===== src/hw/rtl/npfd_pkg.sv =====
// Shared types, constants and codes for the now-playing frame decoder.
`timescale 1ns / 1ps

package npfd_pkg;

    localparam logic [8:0] HEADER_LEN   = 9'd12;
    localparam logic [8:0] COUNT_SAT    = 9'd511;
    localparam logic [7:0] FLAG_MAX     = 8'd7;
    localparam logic [7:0] MAX_TEXT_LEN = 8'd144;

    // Byte positions within the header
    localparam logic [8:0] POS_FLAGS    = 9'd0;
    localparam logic [8:0] POS_TITLE    = 9'd1;
    localparam logic [8:0] POS_ARTIST   = 9'd2;
    localparam logic [8:0] POS_ALBUM    = 9'd3;
    localparam logic [8:0] POS_ELAPSED  = 9'd4;
    localparam logic [8:0] POS_DURATION = 9'd8;

    // Segment codes
    localparam logic [2:0] SEG_HEADER = 3'd0;
    localparam logic [2:0] SEG_TITLE  = 3'd1;
    localparam logic [2:0] SEG_ARTIST = 3'd2;
    localparam logic [2:0] SEG_ALBUM  = 3'd3;
    localparam logic [2:0] SEG_EXCESS = 3'd4;

    // Status codes
    localparam logic [2:0] ST_OK         = 3'd0;
    localparam logic [2:0] ST_SHORT      = 3'd1;
    localparam logic [2:0] ST_BAD_FLAGS  = 3'd2;
    localparam logic [2:0] ST_LEN_LIMIT  = 3'd3;
    localparam logic [2:0] ST_SIZE       = 3'd4;
    localparam logic [2:0] ST_ZERO_TEXT  = 3'd5;

    typedef struct packed {
        logic [7:0] data_byte;
        logic       last_byte;
    } t_in_item;

    typedef struct packed {
        logic [2:0]  segment;
        logic [7:0]  text_char;
        logic [7:0]  text_offset;
        logic        frame_done;
        logic [2:0]  status;
        logic        connected;
        logic        ready_res;
        logic        playing;
        logic [31:0] elapsed_seconds;
        logic [31:0] duration_seconds;
    } t_out_item;

    // Replace one byte lane of a little-endian word
    function automatic logic [31:0] put_lane(input logic [31:0] word,
                                             input logic [1:0]  lane,
                                             input logic [7:0]  value);
        logic [31:0] w;
        w = word;
        w[lane*8 +: 8] = value;
        return w;
    endfunction

endpackage


===== src/hw/rtl/npfd_parse.sv =====
// Frame parser: header capture, text tagging and end-of-frame checks.
`timescale 1ns / 1ps

module npfd_parse (
    input  logic                 i_clk,
    input  logic                 i_rst_n,
    input  logic                 i_fire,
    input  npfd_pkg::t_in_item   i_item,
    output npfd_pkg::t_out_item  o_result
);

    logic [8:0]  r_byte_count;
    logic [7:0]  r_flag_byte;
    logic [7:0]  r_title_length;
    logic [7:0]  r_artist_length;
    logic [7:0]  r_album_length;
    logic [31:0] r_elapsed_accum;
    logic [31:0] r_duration_accum;
    logic        r_zero_seen;

    logic [8:0]  n_byte_count;
    logic [7:0]  n_flag_byte;
    logic [7:0]  n_title_length;
    logic [7:0]  n_artist_length;
    logic [7:0]  n_album_length;
    logic [31:0] n_elapsed_accum;
    logic [31:0] n_duration_accum;
    logic        n_zero_seen;

    logic        in_header;
    logic        sat;
    logic [9:0]  q;
    logic [9:0]  e1;
    logic [9:0]  e2;
    logic [9:0]  e3;
    logic [9:0]  frame_size;
    logic [9:0]  expect_size;
    logic [2:0]  st;

    assign in_header = r_byte_count < npfd_pkg::HEADER_LEN;
    assign sat       = r_byte_count >= npfd_pkg::COUNT_SAT;
    assign q         = {1'b0, r_byte_count - npfd_pkg::HEADER_LEN};
    assign e1        = {2'b00, r_title_length};
    assign e2        = e1 + {2'b00, r_artist_length};
    assign e3        = e2 + {2'b00, r_album_length};

    // Header capture, zero-byte tracking after the header and count advance for this byte
    always_comb begin
        n_flag_byte      = r_flag_byte;
        n_title_length   = r_title_length;
        n_artist_length  = r_artist_length;
        n_album_length   = r_album_length;
        n_elapsed_accum  = r_elapsed_accum;
        n_duration_accum = r_duration_accum;
        n_zero_seen      = r_zero_seen;
        if (in_header) begin
            if (r_byte_count == npfd_pkg::POS_FLAGS) begin
                n_flag_byte = i_item.data_byte;
            end else if (r_byte_count == npfd_pkg::POS_TITLE) begin
                n_title_length = i_item.data_byte;
            end else if (r_byte_count == npfd_pkg::POS_ARTIST) begin
                n_artist_length = i_item.data_byte;
            end else if (r_byte_count == npfd_pkg::POS_ALBUM) begin
                n_album_length = i_item.data_byte;
            end else if (r_byte_count < npfd_pkg::POS_DURATION) begin
                n_elapsed_accum = npfd_pkg::put_lane(r_elapsed_accum,
                                                     r_byte_count[1:0], i_item.data_byte);
            end else begin
                n_duration_accum = npfd_pkg::put_lane(r_duration_accum,
                                                      r_byte_count[1:0], i_item.data_byte);
            end
        end else if (i_item.data_byte == 8'd0) begin
            n_zero_seen = 1'b1;
        end
        n_byte_count = sat ? r_byte_count : r_byte_count + 9'd1;
    end

    // Checks see the state including this byte
    assign frame_size  = {1'b0, r_byte_count} + 10'd1;
    assign expect_size = {1'b0, npfd_pkg::HEADER_LEN} + {2'b00, n_title_length}
                       + {2'b00, n_artist_length} + {2'b00, n_album_length};

    always_comb begin
        if (!sat && (frame_size < {1'b0, npfd_pkg::HEADER_LEN})) begin
            st = npfd_pkg::ST_SHORT;
        end else if (n_flag_byte > npfd_pkg::FLAG_MAX) begin
            st = npfd_pkg::ST_BAD_FLAGS;
        end else if ((n_title_length > npfd_pkg::MAX_TEXT_LEN)
                  || (n_artist_length > npfd_pkg::MAX_TEXT_LEN)
                  || (n_album_length > npfd_pkg::MAX_TEXT_LEN)) begin
            st = npfd_pkg::ST_LEN_LIMIT;
        end else if (sat || (frame_size != expect_size)) begin
            st = npfd_pkg::ST_SIZE;
        end else if (n_zero_seen) begin
            st = npfd_pkg::ST_ZERO_TEXT;
        end else begin
            st = npfd_pkg::ST_OK;
        end
    end

    always_comb begin
        o_result = '0;
        if (!in_header) begin
            if (sat) begin
                o_result.segment = npfd_pkg::SEG_EXCESS;
            end else if (q < e1) begin
                o_result.segment     = npfd_pkg::SEG_TITLE;
                o_result.text_offset = q[7:0];
            end else if (q < e2) begin
                o_result.segment     = npfd_pkg::SEG_ARTIST;
                o_result.text_offset = 8'(q - e1);
            end else if (q < e3) begin
                o_result.segment     = npfd_pkg::SEG_ALBUM;
                o_result.text_offset = 8'(q - e2);
            end else begin
                o_result.segment = npfd_pkg::SEG_EXCESS;
            end
            if ((o_result.segment != npfd_pkg::SEG_EXCESS)) begin
                o_result.text_char = i_item.data_byte;
            end
        end
        if (i_item.last_byte) begin
            o_result.frame_done = 1'b1;
            o_result.status     = st;
            if (st == npfd_pkg::ST_OK) begin
                o_result.connected        = n_flag_byte[0];
                o_result.ready_res        = n_flag_byte[1];
                o_result.playing          = n_flag_byte[2];
                o_result.elapsed_seconds  = n_elapsed_accum;
                o_result.duration_seconds = n_duration_accum;
            end
        end
    end

    always_ff @(posedge i_clk) begin
        if (!i_rst_n || (i_fire && i_item.last_byte)) begin
            r_byte_count     <= '0;
            r_flag_byte      <= '0;
            r_title_length   <= '0;
            r_artist_length  <= '0;
            r_album_length   <= '0;
            r_elapsed_accum  <= '0;
            r_duration_accum <= '0;
            r_zero_seen      <= 1'b0;
        end else if (i_fire) begin
            r_byte_count     <= n_byte_count;
            r_flag_byte      <= n_flag_byte;
            r_title_length   <= n_title_length;
            r_artist_length  <= n_artist_length;
            r_album_length   <= n_album_length;
            r_elapsed_accum  <= n_elapsed_accum;
            r_duration_accum <= n_duration_accum;
            r_zero_seen      <= n_zero_seen;
        end
    end

endmodule


===== src/hw/rtl/now_playing_frame_decoder_top.sv =====
// The result is registered: it is valid in the output register in the cycle after the input transfer.
// Throughput: one byte per cycle; the parser state updates once per transfer.
// A held result stalls input only while the output register is full and not taken.
// Reset (synchronous, active low) clears the byte counter, header fields and
// the output valid; the first byte after reset starts a new frame.
`timescale 1ns / 1ps

module now_playing_frame_decoder_top (
    input  logic                 i_clk,
    input  logic                 i_rst_n,
    input  logic                 i_in_valid,
    output logic                 o_in_ready,
    input  npfd_pkg::t_in_item   i_in_data,
    output logic                 o_out_valid,
    input  logic                 i_out_ready,
    output npfd_pkg::t_out_item  o_out_data
);

    logic                r_out_valid;
    npfd_pkg::t_out_item r_out_data;
    npfd_pkg::t_out_item result;
    logic                in_fire;

    assign o_in_ready  = !r_out_valid || i_out_ready;
    assign in_fire     = i_in_valid && o_in_ready;
    assign o_out_valid = r_out_valid;
    assign o_out_data  = r_out_data;

    npfd_parse u_parse (
        .i_clk    (i_clk),
        .i_rst_n  (i_rst_n),
        .i_fire   (in_fire),
        .i_item   (i_in_data),
        .o_result (result)
    );

    always_ff @(posedge i_clk) begin
        if (!i_rst_n) begin
            r_out_valid <= 1'b0;
        end else if (in_fire) begin
            r_out_valid <= 1'b1;
        end else if (i_out_ready) begin
            r_out_valid <= 1'b0;
        end
    end

    // Load the result on every input transfer
    always_ff @(posedge i_clk) begin
        if (in_fire) begin
            r_out_data <= result;
        end
    end

    a_done_follows_last: assert property (@(posedge i_clk) disable iff (!i_rst_n)
        in_fire |=> (r_out_valid && (r_out_data.frame_done == $past(i_in_data.last_byte))))
        else $error("frame_done does not follow last_byte");

    a_status_only_on_done: assert property (@(posedge i_clk) disable iff (!i_rst_n)
        (r_out_valid && !r_out_data.frame_done) |-> (r_out_data.status == npfd_pkg::ST_OK))
        else $error("status set on a byte that is not the last");

    a_fields_zero_on_error: assert property (@(posedge i_clk) disable iff (!i_rst_n)
        (r_out_valid && (r_out_data.status != npfd_pkg::ST_OK))
        |-> (!r_out_data.connected && !r_out_data.ready_res && !r_out_data.playing
             && (r_out_data.elapsed_seconds == 32'd0)
             && (r_out_data.duration_seconds == 32'd0)))
        else $error("header fields reported on a failed frame");

    a_char_only_in_text: assert property (@(posedge i_clk) disable iff (!i_rst_n)
        (r_out_valid && ((r_out_data.segment == npfd_pkg::SEG_HEADER)
                      || (r_out_data.segment == npfd_pkg::SEG_EXCESS)))
        |-> ((r_out_data.text_char == 8'd0) && (r_out_data.text_offset == 8'd0)))
        else $error("text char or offset outside a text segment");

endmodule

===== config.mk =====
export PLATFORM = sky130hd
export DESIGN_NAME = now_playing_frame_decoder_top
export DESIGN_NICKNAME = d
export VERILOG_FILES = /design/src/hw/rtl/npfd_pkg.sv /design/src/hw/rtl/npfd_parse.sv /design/src/hw/rtl/now_playing_frame_decoder_top.sv
export SDC_FILE = /design/constraint.sdc
export NUM_CORES = 1
export LEC_CHECK = 0
export ABC_AREA = 0
export CORE_AREA = 2 2 131 133
export DETAILED_ROUTE_END_ITERATION = 10
export DIE_AREA = 0 0 133 135
export DONT_BUFFER_PORTS = 1
export PLACE_DENSITY = 0.84
export SLEW_MARGIN = 20
export SYNTH_ARGS = -nofsm -noshare
export SYNTH_HDL_FRONTEND = slang
export SYNTH_HIERARCHICAL = 1
export SYNTH_SLANG_ARGS = --single-unit

===== constraint.sdc =====
create_clock -name i_clk -period 10.1 [get_ports i_clk]
set_clock_uncertainty 0.1 [all_clocks]
set_input_delay 2.525 -clock i_clk [delete_from_list [all_inputs] [get_ports i_clk]]
set_output_delay 2.525 -clock i_clk [all_outputs]
set_load 0.01 [all_outputs]

=== After elaboration in Yosys (flattened, before gate mapping) ===
Index checks and enable logic that the tools add are counted.

* Register bits after elaboration: 197
* Output and inout bits: 92

* Shift-type cells: 2
* Bitwise gates (word level): 2
* Muxes and demuxes: 47
* Reductions and logical operators: 19
* Order comparisons: 11
* Eq/ne operators: 5
* Add/sub/neg operators: 11

{| class="wikitable"
|+ Operator list
! cell !! number
|-
| 32-bit two-way mux || 12
|-
| 8-bit two-way mux || 17
|-
| 71-bit two-way mux || 1
|-
| 67-bit two-way mux || 1
|-
| 32-bit bitwise mux || 2
|-
| 5-bit negation with 34-bit output || 1
|-
| 8-bit by 34-bit variable shift with 32-bit output, first input constant || 1
|-
| 8-bit by 34-bit indexed part select with 32-bit output || 1
|-
| 3-bit two-way mux || 10
|-
| 8-bit > comparator, second input constant || 3
|-
| 10-bit by 8-bit adder with 10-bit output || 2
|-
| 9-bit by 2-bit equality test with 1-bit output, second input constant || 2
|-
| 9-bit by 4-bit less-than comparator with 1-bit output, second input constant || 2
|-
| 8-bit subtractor || 2
|-
| 9-bit by 1-bit adder with 10-bit output, second input constant || 1
|-
| 9-bit by 8-bit adder with 10-bit output || 1
|-
| 10-bit by 4-bit less-than comparator with 1-bit output, second input constant || 1
|-
| 9-bit by 10-bit less-than comparator with 1-bit output || 1
|-
| 10-bit != test || 1
|-
| 4-bit by 8-bit adder with 9-bit output, first input constant || 1
|-
| 8-bit by 8-bit adder with 9-bit output || 1
|-
| 9-bit by 1-bit adder with 9-bit output, second input constant || 1
|-
| 9-bit by 1-bit equality test with 1-bit output, second input constant || 1
|-
| 9-bit >= comparator, second input constant || 1
|-
| 16 further kinds || 30
|}

=== Logic depth before layout (Yosys ltp) ===
* Depth in word-level cells: 16
* Depth in mapped cells: 22

=== Modules after synthesis ===
The synthesis kept the hierarchy.

{| class="wikitable"
|+ Modules (own cells, without submodules)
! module !! instances !! cells an instance !! area an instance (um2)
|-
| npfd_parse || 1 || 1,064 || 8,489.4
|-
| now_playing_frame_decoder_top || 1 || 95 || 2,760.1
|}

=== Worst setup path before layout ===
Ideal clock, no wire load.

* Kind: input to register
* From: in i_in_data[2] in the netlist's numbering
* To: reg r_out_data (netlist bit o_out_data[43]) (data pin)
* Stages on the path: 17
* Library setup time: 255 ps
* Arrival time: 5,758 ps
* Data required time: 9,745 ps
* Buffers on the path: 3
* Setup slack: 3,987 ps
* Cell sequence: clkbuf_1 -> mux2i_1 -> fa_1 -> fa_1 -> inv_1 -> ha_1 -> inv_1 -> fa_1 -> xor2_1 -> xnor2_1 -> a21boi_0 -> and4b_1 -> and3_1 -> nand4_1 -> buf_4 -> buf_6 -> a21oi_2

* Cells in the longest elaborated chain, start to end: 14
* Elaborated cells on any way between the ends: 43
* Classes of those cells: add/sub (3); order compare (4); eq/ne (1); shift (1); mux (28); reduce/logical (6)

{| class="wikitable"
|+ RTL lines
! item !! line !! text
|-
| start: declaration || now_playing_frame_decoder_top.sv:13 || <nowiki>input npfd_pkg::t_in_item i_in_data,</nowiki>
|-
| 8-bit two-way mux (on tied branches) || npfd_parse.sv:59, npfd_parse.sv:61, npfd_parse.sv:63 ||
|-
| 8-bit two-way mux (on tied branches) || npfd_parse.sv:57, npfd_parse.sv:59, npfd_parse.sv:61 ||
|-
| 8-bit two-way mux (on tied branches) || npfd_parse.sv:56, npfd_parse.sv:57, npfd_parse.sv:59 ||
|-
| 4-bit by 8-bit adder with 9-bit output, or another cell as far along || npfd_parse.sv:80 || <nowiki>assign expect_size = {1'b0, npfd_pkg::HEADER_LEN} + {2'b00, n_title_length}</nowiki>
|-
| 10-bit by 8-bit adder with 10-bit output / 8-bit two-way mux (equally long branches) || npfd_parse.sv:81, npfd_parse.sv:56 ||
|-
| 10-bit by 8-bit adder with 10-bit output || npfd_parse.sv:81 || <nowiki>+ {2'b00, n_artist_length} + {2'b00, n_album_length};</nowiki>
|-
| 10-bit != test || npfd_parse.sv:92 || <nowiki>end else if (sat || (frame_size != expect_size)) begin</nowiki>
|-
| 1-bit logical OR || npfd_parse.sv:92 ||
|-
| 3-bit two-way mux || npfd_parse.sv:92 ||
|-
| 3-bit two-way mux || npfd_parse.sv:88 || <nowiki>end else if ((n_title_length > npfd_pkg::MAX_TEXT_LEN)</nowiki>
|-
| 3-bit two-way mux || npfd_parse.sv:86 || <nowiki>end else if (n_flag_byte > npfd_pkg::FLAG_MAX) begin</nowiki>
|-
| 3-bit two-way mux || npfd_parse.sv:84 || <nowiki>if (!sat && (frame_size < {1'b0, npfd_pkg::HEADER_LEN})) begin</nowiki>
|-
| 3-bit logical NOT || npfd_parse.sv:125 || <nowiki>if (st == npfd_pkg::ST_OK) begin</nowiki>
|-
| 2-bit AND reduction (no source line) || - ||
|-
| end signal: assignment || now_playing_frame_decoder_top.sv:50 || <nowiki>r_out_data <= result;</nowiki>
|-
| end: declaration || now_playing_frame_decoder_top.sv:20 || <nowiki>npfd_pkg::t_out_item r_out_data;</nowiki>
|}

Parallel ways exist; a longest one is shown, timed or not.
A chain may end at the register's enable or synchronous reset.

=== Final worst setup path ===
* From: reg u_parse.r_byte_count[1]
* To: reg r_out_data (netlist bit o_out_data[19]) (data pin)

* Cells in the longest elaborated chain, start to end: 15
* Elaborated cells on any way between the ends: 54
* Classes of those cells: add/sub (5); order compare (8); eq/ne (4); shift (2); mux (27); reduce/logical (8)

{| class="wikitable"
|+ RTL lines
! item !! line !! text
|-
| start: declaration || npfd_parse.sv:12 || <nowiki>logic [8:0] r_byte_count;</nowiki>
|-
| start signal: assignment || npfd_parse.sv:146 || <nowiki>r_byte_count <= n_byte_count;</nowiki>
|-
| parallel branches: the longest is 15 deep, another holds 10-bit by 8-bit adder with 10-bit output || - ||
|}

Several ways; the timed one is not identified.

==> impl_metrics.py <==
metrics = {
    "run_status": {
        "outcome": "finished clean",
    },
    "final_layout": {
        "drive_gt1_share_pct": 7.319,
        "num-fill-cells": 1127,
        "seqCellArea_um2": 4845,
        "nets": 1209,
        "num_antenna_cells": 0,
        "final_cell_mix": "nor2_1 (144), mux2i_1 (110), dfxtp_1 (107)",
        "final_cells": 1354,
        "final_common_cell": "nor2_1",
        "multiInputGateArea_um2": 5967,
        "syn_to_final_growth_pct": 5.839,
    },
    "detailed_routing": {
        "wl_per_cell_um": 19.89,
        "ant_nets": 0,
        "drt_wl_total_um": 26930,
        "drc": 0,
        "firstDrtPassIters": 5,
        "vias": 8591,
        "drtIter0Drc": 984,
        "viasPerCell": 6.345,
    },
    "floorplan": {
        "initial_utilization_pct": 68.57,
        "fp.dieH_um": 135,
        "coreArea_um2": 16410,
        "row_count": 47,
        "die_w_um": 133,
        "die-area_um2": 17960,
        "ios": 105,
    },
    "clock_tree": {
        "cts_setup_buffers": 0,
        "cts_max_level": 4,
        "clock-sinks": 197,
        "hold_buffers": 0,
        "clock_latency_ns": 0.43,
        "post_cts_resized": 0,
        "cts-root-buf": "clkbuf_16",
        "clock_path_buffers": 2,
        "cts_tree": "yes",
        "clk_pin_slew_ns": 0.08,
        "numCtsBuffers": 17,
    },
    "timing": {
        "slew_headroom_pct": 20.55,
        "fmax_mhz": 160.2,
        "grt_setup_unrepaired": "false",
        "hold_viol_final": 0,
        "post-route-period-util_pct": 61.82,
        "setup_viol": 0,
        "tns_ns": 0,
        "final_max_slew_viol_count": 0,
        "period_needed_ns": 6.244,
        "tightest_slew_ns": 1.183,
    },
    "power_and_ir_drop": {
        "vdd_drop_max_mv": 0.1313,
        "power.leakage_nw": 4.937,
        "power.density_nw_per_um2": 149.2,
    },
    "global_route": {
        "grt_overflow": 0,
        "grt_pass1_vias": 8138,
        "grt_first_pass_wirelength_um": 42960,
        "grt_max_degree": 107,
        "grt_antenna_before_repair": 0,
        "grt.total_usage_pct": 30.24,
    },
    "synthesis": {
        "synth_top_area_share_pct": 24.02,
        "synth_fp_nets": 1247,
        "ys_ff_latch": 197,
        "synth_flop_cell": "dfxtp_1",
        "yosysWarnings": 6,
        "synth_edf_count": 90,
        "avgSynthCellArea_um2": 9.706,
        "synthArstFlopShare_pct": 0,
        "synth.distinct_cells": 74,
        "yosys.area.top_type": "edfxtp_1",
        "synthTopCellsByArea": "edfxtp_1 (24%), dfxtp_1 (19%), mux2i_1 (9.8%)",
        "synth.cell_area_um2": 11250,
        "ys_seq_area_share_pct": 43.07,
        "netlist_instances": 1159,
    },
    "min_path": {
        "whs_path_depth": 2,
        "hp-class": "reg -> reg",
    },
    "placed_design": {
        "gp_congestion": 0.9247,
        "placed_cells": 1322,
        "numPortBuffers": 0,
        "place_hpwl_um": 18400,
    },
    "worst_setup_path": {
        "cp_slowest_cell": "buf_4",
        "crit_family": "adder cells",
        "path_cells": "inv_1 -> ha_1 -> nor4b_1 -> nand4_2 -> mux2i_1 -> fa_1 -> fa_1 -> inv_1 -> ha_1 -> inv_1 -> fa_1 -> xor2_1 -> xnor2_1 -> a21boi_0 -> and4b_1 -> and3_1 -> nand4_1 -> buf_4 -> a21oi_1",
        "cp-start-kind": "flop",
        "path_class": "reg -> reg",
        "cp_max_fo": 67,
        "path_buf_inv": 4,
        "end_kind": "flop",
        "cpPeakStageDelay_ns": 0.66,
        "crit_arrival_ns": 6.29,
        "rr_worst_depth": 19,
        "critPathRequiredTime_ns": 10.15,
        "crit_cells": 19,
    },
    "flow_run": {
        "cap_violations": 0,
    },
}
-- logic make-up after synthesis --
kind of cell | count (synthesis) | synth area share, %
AND/OR/NAND/NOR | 417 | 17.84
buffers and inverters | 112 | 4.082
adder cells (fa/ha/maj) | 75 | 9.209
AO/OA/AOI/OAI | 194 | 11.53
multiplexers | 117 | 10.49
XOR/XNOR | 47 | 3.782
flip-flops | 197 | 43.07
-- metrics by stage --
step / instance area [um^2] / hold WS (ns) / worst slack, ns / utilization, % / power, mW
floorplan: 11250 / 0.3308 / 3.987 / - / 1.074
finish: 11910 / 0.3539 / 3.856 / 72.57 / 1.776
global placement: 11310 / 0.3406 / 3.774 / 68.94 / 1.115
CTS: 11900 / 0.3524 / 3.854 / 72.52 / 1.780
global route: 11910 / 0.3840 / 3.442 / 72.57 / 1.840
detailed placement: 11310 / 0.3433 / 3.625 / 68.94 / 1.122
-- report_power, final --
group          internal, mW  switching [mW]  leakage (nW)
logic                0.0865           0.139          2.88
registers             0.857          0.0263          1.78
clock network         0.355           0.312         0.282
-- layer usage --
layer | vias up | share of wire (%) | routed length [um] | track usage, %
met5 | - | 0 | 0 | 0
met4 | 0 | 1.8 | 473 | 9.498
met3 | 44 | 7.5 | 2008 | 6.794
met2 | 386 | 49 | 13180 | 50.58
met1 | 4131 | 42 | 11270 | 39.41
li1 | 4030 | - | - | -
-- Yosys cell counts, drive strengths merged, types with 2 or more instances --
master	count
or3	5
a211oi	21
o21ai	27
dfxtp	107
nor2b	13
nand2b	4
clkbuf	50
a211o	4
and2	38
nand4	9
o31a	5
fa	13
or4	3
o21a	9
o21bai	4
a21oi	91
o41a	2
o311ai	3
a21o	8
ha	62
buf	14
edfxtp	90
o22a	2
nand3	73
inv	48
a21boi	3
nor3b	4
mux2	7
mux2i	110
nor4	3
xor2	18
nor3	8
nand2	86
and3	12
nor4b	5
nor2	147
xnor2	28
-- state kept, by name, summed over array words and instances, names as in the netlist, 8 cells and up --
name and flops:
u_parse/r_flag_byte 8, u_parse/r_title_length 8, u_parse/r_elapsed_accum 32, u_parse/r_artist_length 8, o_out_data 90, u_parse/r_album_length 8, u_parse/r_duration_accum 32, u_parse/r_byte_count 9
-- area by class of cell --
type / count / share of cell area (%)
Multi-Input combinational cell: 850 / 50.12
Sequential cell: 197 / 40.69
Clock buffer: 19 / 3.720
Tap cell: 220 / 2.312
Inverter: 48 / 1.513
Clock inverter: 13 / 1.208
Timing Repair Buffer: 7 / 0.4414
-- final timing paths --
kind	from	end	slack (ns)
worst max-delay path	u_parse/r_byte_count[1]	o_out_data[19]	3.86
worst min-delay path	u_parse/r_flag_byte[6]	u_parse/r_flag_byte[6]	0.35
worst max register to register	u_parse/r_byte_count[1]	o_out_data[19]	3.86
worst min register to register	u_parse/r_flag_byte[6]	u_parse/r_flag_byte[6]	0.35
-- worst register-to-register path: stages (launching register included) --
cell      delay, ns
dfxtp_1        0.57
inv_1          0.20
ha_1           0.56
nor4b_1        0.48
nand4_2        0.37
mux2i_1        0.25
fa_1           0.42
fa_1           0.49
inv_1          0.04
ha_1           0.20
inv_1          0.07
fa_1           0.41
xor2_1         0.18
xnor2_1        0.15
a21boi_0       0.14
and4b_1        0.21
and3_1         0.16
nand4_1        0.09
buf_4          0.66
a21oi_1        0.19
Power figures use the tool's default switching activity.
